`src/rtl/rcfb_pkg.sv`:
```
// Shared types, constants and the CRC-16 byte update for the RFID command frame builder.
// Depends on nothing; the controller, datapath, top level and testbench import it.
`default_nettype none

package rcfb_pkg;

  localparam logic [15:0] CRC_POLY     = 16'h1021;
  localparam logic [7:0]  ADDR_ALL     = 8'hff;
  localparam logic [7:0]  LEN_READ     = 8'h06;
  localparam logic [7:0]  CMD_READ     = 8'h12;
  localparam logic [7:0]  LEN_WRITE    = 8'h0a;
  localparam logic [7:0]  CMD_WRITE    = 8'h10;
  localparam logic        REQ_READ     = 1'b0;
  localparam logic        REQ_WRITE    = 1'b1;
  localparam int          IDX_W        = 4;
  localparam logic [IDX_W-1:0] BODY_READ  = 4'd4;
  localparam logic [IDX_W-1:0] BODY_WRITE = 4'd8;

  typedef enum logic {
    ST_IDLE,
    ST_SEND
  } ctrl_state_t;

  typedef struct packed {
    logic load;
    logic emit;
  } dp_cmd_t;

  typedef struct packed {
    logic out_free;
    logic final_byte;
  } dp_status_t;

  // One byte of CRC-16 with polynomial 0x1021, most significant bit first.
  function automatic logic [15:0] crc16_byte(input logic [15:0] crc, input logic [7:0] b);
    logic [15:0] c;
    c = {crc[15:8] ^ b, 8'h00};
    for (int i = 0; i < 8; i++) begin
      if (c[15]) begin
        c = {c[14:0], 1'b0} ^ CRC_POLY;
      end else begin
        c = {c[14:0], 1'b0};
      end
    end
    return c ^ {crc[7:0], 8'h00};
  endfunction

endpackage

`default_nettype wire

```
`src/rtl/rcfb_if.sv`:
```
// Valid/ready channel interfaces for request beats and frame byte beats.
// Depends on nothing.
`default_nettype none

interface rcfb_req_if;
  logic       valid;
  logic       ready;
  logic       req_type;
  logic [7:0] sector;
  logic [7:0] key_byte0;
  logic [7:0] key_byte1;
  logic [7:0] key_byte2;
  logic [7:0] key_byte3;

  modport source (output valid, req_type, sector, key_byte0, key_byte1, key_byte2, key_byte3,
                  input ready);
  modport sink (input valid, req_type, sector, key_byte0, key_byte1, key_byte2, key_byte3,
                output ready);
endinterface

interface rcfb_byte_if;
  logic       valid;
  logic       ready;
  logic [7:0] tx_byte;
  logic       last_byte;

  modport source (output valid, tx_byte, last_byte, input ready);
  modport sink (input valid, tx_byte, last_byte, output ready);
endinterface

`default_nettype wire

```
`src/rtl/rcfb_ctrl.sv`:
```
// Controller state machine: accepts a request beat and steps the datapath through its frame.
// Depends on rcfb_pkg.
`default_nettype none

module rcfb_ctrl
  import rcfb_pkg::*;
(
  input  wire logic       clk,
  input  wire logic       rst_n,
  input  wire logic       in_valid,
  output logic            in_ready,
  input  wire dp_status_t status,
  output dp_cmd_t         cmd
);

  ctrl_state_t state_r;
  ctrl_state_t state_nxt;

  always_ff @(posedge clk) begin
    if (!rst_n) begin
      state_r <= ST_IDLE;
    end else begin
      state_r <= state_nxt;
    end
  end

  always_comb begin
    state_nxt = state_r;
    in_ready  = 1'b0;
    cmd       = '0;
    unique case (state_r)
      ST_IDLE: begin
        in_ready = 1'b1;
        if (in_valid) begin
          cmd.load  = 1'b1;
          state_nxt = ST_SEND;
        end
      end
      ST_SEND: begin
        if (status.out_free) begin
          cmd.emit = 1'b1;
          if (status.final_byte) begin
            // The next request may be taken as the last byte leaves.
            in_ready = 1'b1;
            if (in_valid) begin
              cmd.load = 1'b1;
            end else begin
              state_nxt = ST_IDLE;
            end
          end
        end
      end
      default: state_nxt = ST_IDLE;
    endcase
  end

endmodule

`default_nettype wire

```
`src/rtl/rcfb_datapath.sv`:
```
// Datapath: request registers, address register, byte counter, running CRC and output register.
// Depends on rcfb_pkg.
`default_nettype none

module rcfb_datapath
  import rcfb_pkg::*;
(
  input  wire logic       clk,
  input  wire logic       rst_n,
  input  wire logic       cfg_we,
  input  wire logic [7:0] cfg_wdata,
  input  wire logic       in_req_type,
  input  wire logic [7:0] in_sector,
  input  wire logic [7:0] in_key_byte0,
  input  wire logic [7:0] in_key_byte1,
  input  wire logic [7:0] in_key_byte2,
  input  wire logic [7:0] in_key_byte3,
  input  wire dp_cmd_t    cmd,
  output dp_status_t      status,
  output logic            out_valid,
  input  wire logic       out_ready,
  output logic [7:0]      out_tx_byte,
  output logic            out_last_byte
);

  logic [7:0]       mod_addr_r;
  logic             req_type_r;
  logic [7:0]       sector_r;
  logic [7:0]       key_r [4];
  logic [IDX_W-1:0] idx_r;
  logic [IDX_W-1:0] idx_nxt;
  logic [15:0]      crc_r;
  logic [15:0]      crc_nxt;
  logic             out_valid_r;
  logic [7:0]       out_byte_r;
  logic             out_last_r;
  logic [IDX_W-1:0] body_len;
  logic [7:0]       sel_byte;
  logic             in_body;
  logic             final_sel;

  always_ff @(posedge clk) begin
    if (!rst_n) begin
      mod_addr_r <= ADDR_ALL;
    end else if (cfg_we) begin
      mod_addr_r <= cfg_wdata;
    end
  end

  assign body_len  = (req_type_r == REQ_WRITE) ? BODY_WRITE : BODY_READ;
  assign in_body   = idx_r < body_len;
  assign final_sel = idx_r == (body_len + IDX_W'(1));

  always_comb begin
    sel_byte = crc_r[7:0];
    if (idx_r == IDX_W'(0)) begin
      sel_byte = mod_addr_r;
    end else if (idx_r == IDX_W'(1)) begin
      sel_byte = (req_type_r == REQ_WRITE) ? LEN_WRITE : LEN_READ;
    end else if (idx_r == IDX_W'(2)) begin
      sel_byte = (req_type_r == REQ_WRITE) ? CMD_WRITE : CMD_READ;
    end else if (idx_r == body_len - IDX_W'(1)) begin
      sel_byte = sector_r;
    end else if (in_body) begin
      sel_byte = key_r[2'(idx_r - IDX_W'(3))];
    end else if (idx_r == body_len) begin
      sel_byte = crc_r[15:8];
    end
  end

  always_comb begin
    idx_nxt = idx_r;
    crc_nxt = crc_r;
    if (cmd.load) begin
      idx_nxt = '0;
      crc_nxt = '0;
    end else if (cmd.emit) begin
      idx_nxt = idx_r + IDX_W'(1);
      if (in_body) begin
        crc_nxt = crc16_byte(crc_r, sel_byte);
      end
    end
  end

  always_ff @(posedge clk) begin
    idx_r <= idx_nxt;
    crc_r <= crc_nxt;
    if (cmd.load) begin
      req_type_r <= in_req_type;
      sector_r   <= in_sector;
      key_r[0]   <= in_key_byte0;
      key_r[1]   <= in_key_byte1;
      key_r[2]   <= in_key_byte2;
      key_r[3]   <= in_key_byte3;
    end
    if (cmd.emit) begin
      out_byte_r <= sel_byte;
      out_last_r <= final_sel;
    end
  end

  always_ff @(posedge clk) begin
    if (!rst_n) begin
      out_valid_r <= 1'b0;
    end else if (cmd.emit) begin
      out_valid_r <= 1'b1;
    end else if (out_ready) begin
      out_valid_r <= 1'b0;
    end
  end

  assign status.out_free   = !out_valid_r || out_ready;
  assign status.final_byte = final_sel;
  assign out_valid         = out_valid_r;
  assign out_tx_byte       = out_byte_r;
  assign out_last_byte     = out_last_r;

endmodule

`default_nettype wire

```
`src/rtl/rfid_command_frame_builder.sv`:
```
// Top level of the RFID command frame builder: joins controller and datapath to the channels.
// Depends on rcfb_pkg, rcfb_if, rcfb_ctrl and rcfb_datapath.
//
// Each accepted request beat yields one command frame sent as byte beats: six for a sector
// read, ten for a tag write, with the CRC-16 (polynomial 0x1021, initial value zero) of the
// preceding bytes in the last two and last_byte set on the final one. The running CRC advances
// one byte per cycle while the sink accepts bytes, and the next request is taken in the cycle
// its predecessor's last byte is registered. The module address register resets to 0xff and
// should be written only while no frame is in flight.
`default_nettype none

module rfid_command_frame_builder
  import rcfb_pkg::*;
(
  input  wire logic       clk,
  input  wire logic       rst_n,
  input  wire logic       cfg_we,
  input  wire logic [7:0] cfg_wdata,
  rcfb_req_if.sink        in_req,
  rcfb_byte_if.source     out_byte
);

  dp_cmd_t    cmd;
  dp_status_t status;

  rcfb_ctrl u_ctrl (
    .clk      (clk),
    .rst_n    (rst_n),
    .in_valid (in_req.valid),
    .in_ready (in_req.ready),
    .status   (status),
    .cmd      (cmd)
  );

  rcfb_datapath u_datapath (
    .clk           (clk),
    .rst_n         (rst_n),
    .cfg_we        (cfg_we),
    .cfg_wdata     (cfg_wdata),
    .in_req_type   (in_req.req_type),
    .in_sector     (in_req.sector),
    .in_key_byte0  (in_req.key_byte0),
    .in_key_byte1  (in_req.key_byte1),
    .in_key_byte2  (in_req.key_byte2),
    .in_key_byte3  (in_req.key_byte3),
    .cmd           (cmd),
    .status        (status),
    .out_valid     (out_byte.valid),
    .out_ready     (out_byte.ready),
    .out_tx_byte   (out_byte.tx_byte),
    .out_last_byte (out_byte.last_byte)
  );

endmodule

`default_nettype wire

```
`src/flat_wrapper.sv`:
```
// flat-port wrapper written by rule: the top's interface ports become plain ports
module rfid_command_frame_builder_flat import rcfb_pkg::*;
  (clk, rst_n, cfg_we, cfg_wdata, in_req_valid, in_req_req_type, in_req_sector, in_req_key_byte0, in_req_key_byte1, in_req_key_byte2, in_req_key_byte3, in_req_ready, out_byte_valid, out_byte_tx_byte, out_byte_last_byte, out_byte_ready);
  rcfb_req_if in_req_i ();
  rcfb_byte_if out_byte_i ();
  input  wire logic clk;
  input  wire logic rst_n;
  input  wire logic cfg_we;
  input  wire logic [7:0] cfg_wdata;
  input wire logic [$bits(in_req_i.valid)-1:0] in_req_valid;
  input wire logic [$bits(in_req_i.req_type)-1:0] in_req_req_type;
  input wire logic [$bits(in_req_i.sector)-1:0] in_req_sector;
  input wire logic [$bits(in_req_i.key_byte0)-1:0] in_req_key_byte0;
  input wire logic [$bits(in_req_i.key_byte1)-1:0] in_req_key_byte1;
  input wire logic [$bits(in_req_i.key_byte2)-1:0] in_req_key_byte2;
  input wire logic [$bits(in_req_i.key_byte3)-1:0] in_req_key_byte3;
  output wire logic [$bits(in_req_i.ready)-1:0] in_req_ready;
  output wire logic [$bits(out_byte_i.valid)-1:0] out_byte_valid;
  output wire logic [$bits(out_byte_i.tx_byte)-1:0] out_byte_tx_byte;
  output wire logic [$bits(out_byte_i.last_byte)-1:0] out_byte_last_byte;
  input wire logic [$bits(out_byte_i.ready)-1:0] out_byte_ready;
  assign in_req_i.valid = in_req_valid;
  assign in_req_i.req_type = in_req_req_type;
  assign in_req_i.sector = in_req_sector;
  assign in_req_i.key_byte0 = in_req_key_byte0;
  assign in_req_i.key_byte1 = in_req_key_byte1;
  assign in_req_i.key_byte2 = in_req_key_byte2;
  assign in_req_i.key_byte3 = in_req_key_byte3;
  assign in_req_ready = in_req_i.ready;
  assign out_byte_valid = out_byte_i.valid;
  assign out_byte_tx_byte = out_byte_i.tx_byte;
  assign out_byte_last_byte = out_byte_i.last_byte;
  assign out_byte_i.ready = out_byte_ready;
  rfid_command_frame_builder u_core (.clk(clk), .rst_n(rst_n), .cfg_we(cfg_we), .cfg_wdata(cfg_wdata), .in_req(in_req_i), .out_byte(out_byte_i));
endmodule
```
`config.mk`:
```
export PLATFORM = sky130hd
export DESIGN_NAME = rfid_command_frame_builder_flat
export DESIGN_NICKNAME = d
export VERILOG_FILES = /design/src/rtl/rcfb_pkg.sv /design/src/rtl/rcfb_if.sv /design/src/rtl/rcfb_ctrl.sv /design/src/rtl/rcfb_datapath.sv /design/src/rtl/rfid_command_frame_builder.sv /design/src/flat_wrapper.sv
export SDC_FILE = /design/constraint.sdc
export NUM_CORES = 1
export LEC_CHECK = 0
export BUFFER_PORTS_ARGS = -buffer_cell sky130_fd_sc_hd__buf_2
export CAP_MARGIN = 20
export CELL_PAD_IN_SITES_DETAIL_PLACEMENT = 1
export CELL_PAD_IN_SITES_GLOBAL_PLACEMENT = 1
export CORE_MARGIN = 5
export CORE_UTILIZATION = 35
export CTS_CLUSTER_SIZE = 8
export DETAILED_ROUTE_END_ITERATION = 6
export GPL_TIMING_DRIVEN = 0
export PLACE_DENSITY = 0.7
export SYNTH_ARGS = -nofsm -noshare
export SYNTH_HDL_FRONTEND = slang
export SYNTH_SLANG_ARGS = --single-unit
```
`constraint.sdc`:
```
create_clock -name clk -period 8.78 [get_ports clk]
set_input_delay 0.439 -clock clk [delete_from_list [all_inputs] [get_ports clk]]
set_output_delay 0.439 -clock clk [all_outputs]
set_load 0.01 [all_outputs]
```
==> flow_summary.json <==
{
  "outcome": "completed",
  "dieHeight_um": 122,
  "setup.worst_path.class": "register to register",
  "die_area_mm2": 0.0149,
  "synth_cells": 397,
  "gp_congestion": 0.855,
  "pwr-share-seq_pct": 35.3,
  "cts.repair.resized": 0,
  "endpoint_kind": "register",
  "pre_cts_slack_ns": 5.15,
  "cp.required_ns": 8.82,
  "antenna_found_initial": 0,
  "tns_ns": 0,
  "die_w_um": 122,
  "numPortBuffers": 62,
  "synth_common_cells": "edfxtp_1, dfxtp_1, nor2_1",
  "peakVddDrop_mv": 0.122,
  "drive_gt1_share_pct": 25.0,
  "vias": 3545,
  "grt_util_all_layers_pct": 17.7,
  "synth.distinct_cells": 75,
  "antenna_left": 0,
  "postSynthAreaPerCell_um2": 11.1,
  "placed_cell_area_mm2": 0.00495,
  "cts_sinks": 80,
  "clock_skew_ns": 0.00841,
  "clkLatencyLatePin_ns": 0.35,
  "root_buffer": "clkbuf_16",
  "period_needed_ns": 3.61,
  "holdBufCountCts": 0,
  "grt_setup_unrepaired": "false",
  "start_kind": "register",
  "synthMostInstantiatedCell": "edfxtp_1",
  "dr.pass1.iters": 5,
  "ys_seq_elements": 80,
  "wire_per_inst_um": 19.1,
  "cp.arrival_ns": 3.65,
  "max_freq_ghz": 0.277,
  "p_leak_nw": 1.96,
  "worstMarginPinSlew_ns": 1.03,
  "hold_viol": 0,
  "routed_via_density": 5.47,
  "htree_levels": 3,
  "yosys_warnings": 0,
  "grt_pass1_wl_um": 19900,
  "grt_max_degree": 42,
  "seq_area_frac_synth_pct": 47.7,
  "dpl.hpwl_um": 9380,
  "netlist_area_mm2": 0.00440,
  "drt_iter0_drc": 221,
  "async_flop_share_pct": 0,
  "synth_edf_count": 50,
  "final_area_mm2": 0.00522,
  "p_switching_uw": 519,
  "drc": 0,
  "ios": 65,
  "hp-class": "input port to register",
  "num_antenna_cells": 0,
  "slew_violations": 0,
  "period_share_pct": 41.2,
  "p_int_uw": 904,
  "path_max_fanout": 41,
  "nNetsFinal": 531,
  "clk_path_buf_depth": 2,
  "cts_setup_buffers": 0,
  "synth_top_area_share_pct": 34.1,
  "yosys-top-cells-area": "edfxtp_1, dfxtp_1, mux4_1, mux2i_1, o21ai_0",
  "synth_ff_type": "edfxtp_1",
  "synth_fp_nets": 457,
  "row_count": 41,
  "drv_cap": 0,
  "grt_overflow_total": 0,
  "relSlewSlack_pct": 31.5,
  "cts_tree": "yes",
  "clockPowerShare_pct": 23.9,
  "combPwrFrac_pct": 40.9,
  "setup_viol": 0,
  "numCtsBuffers": 9,
  "setup_ws_ns": 5.17,
  "power-per-cell-area_mw_per_mm2": 273,
  "yosysTopAreaCell": "edfxtp_1",
  "wl_um": 12400,
  "syn2layout_area_growth_pct": 18.5,
  "core_mm2": 0.0125,
  "initial_core_util_pct": 35.3,
  "grt_pass1_vias": 3715,
  "path_clk_slew_ns": 0.06,
  "p_sw_share_pct": 36.5
}
## layer usage
| layer | vias to the layer above | global-route usage (%) | share of wire, % |
|---|---|---|---|
| met3 | 16 | 3.85 | 5.6 |
| met1 | 1744 | 21.8 | 43 |
| met2 | 104 | 29.9 | 49 |
| met5 | - | 0 | 0 |
| li1 | 1681 | - | - |
| met4 | 0 | 7.84 | 2.2 |
## path summary, 6_finish.rpt
path | from | endpoint | slack (ns) | cells past startpoint
hold reg to reg | u_core.u_datapath.mod_addr_r[0] | u_core.u_datapath.mod_addr_r[0] | 0.47 | 2
hold / removal | in_req_key_byte0[4] | u_core.u_datapath.key_r[0][4] | 0.26 | 1
setup / recovery | u_core.u_datapath.idx_r[2] | u_core.u_datapath.key_r[2][5] | 5.17 | 10
setup reg to reg | u_core.u_datapath.idx_r[2] | u_core.u_datapath.key_r[2][5] | 5.17 | 10
## placed cells by master (no fill, tap or decap), types with 11 or more instances in the layout
master    netlist  routed
edfxtp_1       50      50
a21oi_1        15      15
inv_1          17      17
nand4_1        13      13
dfxtp_1        30      30
clkbuf_1       14      15
o21ai_0        19      19
nand2_1        24      24
nor2_1         25      25
buf_2           7      69
nor3_1         11      11
## registers in the layout, summed over array words and instances (netlist names)
signal,cells
u_core.u_datapath.key_r,32
u_core.u_datapath.crc_r,16
u_core.u_datapath.mod_addr_r,8
u_core.u_datapath.out_tx_byte,8
u_core.u_datapath.sector_r,8
u_core.u_datapath.idx_r,4
u_core.u_ctrl.state_r,1
u_core.u_datapath.out_last_byte,1
u_core.u_datapath.out_valid,1
u_core.u_datapath.req_type_r,1
## cells by family after synthesis
logic type | after synthesis | share of synthesized area (%)
AO/OA/AOI/OAI | 102 | 17.8
XOR/XNOR | 12 | 2.87
adder cells (fa/ha/maj) | 6 | 1.70
buffers and inverters | 46 | 4.83
flip-flops | 80 | 47.7
multiplexers | 19 | 7.05
AND/OR/NAND/NOR | 132 | 18.0
## cell type report
| type | instances | area (um^2) |
|---|---|---|
| clock inverters | 4 | 21.3 |
| multi-input cells | 271 | 2090 |
| well taps | 172 | 215 |
| fillers | 1420 | 7250 |
| plain buffers | 28 | 146 |
| repair buffers | 63 | 330 |
| flip-flops and latches | 80 | 2100 |
| clock buffers | 12 | 246 |
| inverters | 18 | 67.6 |
## critical path, stage by stage (launching register included)
cell	delay, ns
dfxtp_1	0.34
clkbuf_1	0.37
inv_1	0.13
ha_1	0.42
buf_2	0.29
nand3_1	0.16
o21ai_0	0.28
nand2_1	0.33
clkinv_1	0.29
clkbuf_2	0.38
buf_12	0.27
## through the flow
stage / cells / hold slack, ns / utilization [%] / total power, mW
after CTS: 648 / 0.247 / 41.9 / 1.43
after global placement: 631 / 0.459 / 39.5 / 1.06
final: 648 / 0.263 / 41.9 / 1.42
after global routing: 648 / 0.248 / 41.9 / 1.51
after detailed placement: 632 / 0.469 / 39.7 / 1.09
after floorplan: 397 / 0.433 / - / 0.924
## power by group through the flow
stage / sequential [mW] / clock (mW) / combinational [mW]
finish: 0.502 / 0.339 / 0.582
global route: 0.508 / 0.364 / 0.637
global placement: 0.506 / 0 / 0.558
floorplan: 0.498 / 0 / 0.426
detailed placement: 0.509 / 0 / 0.577
CTS: 0.502 / 0.351 / 0.581
(Power assumes the default switching activity.)
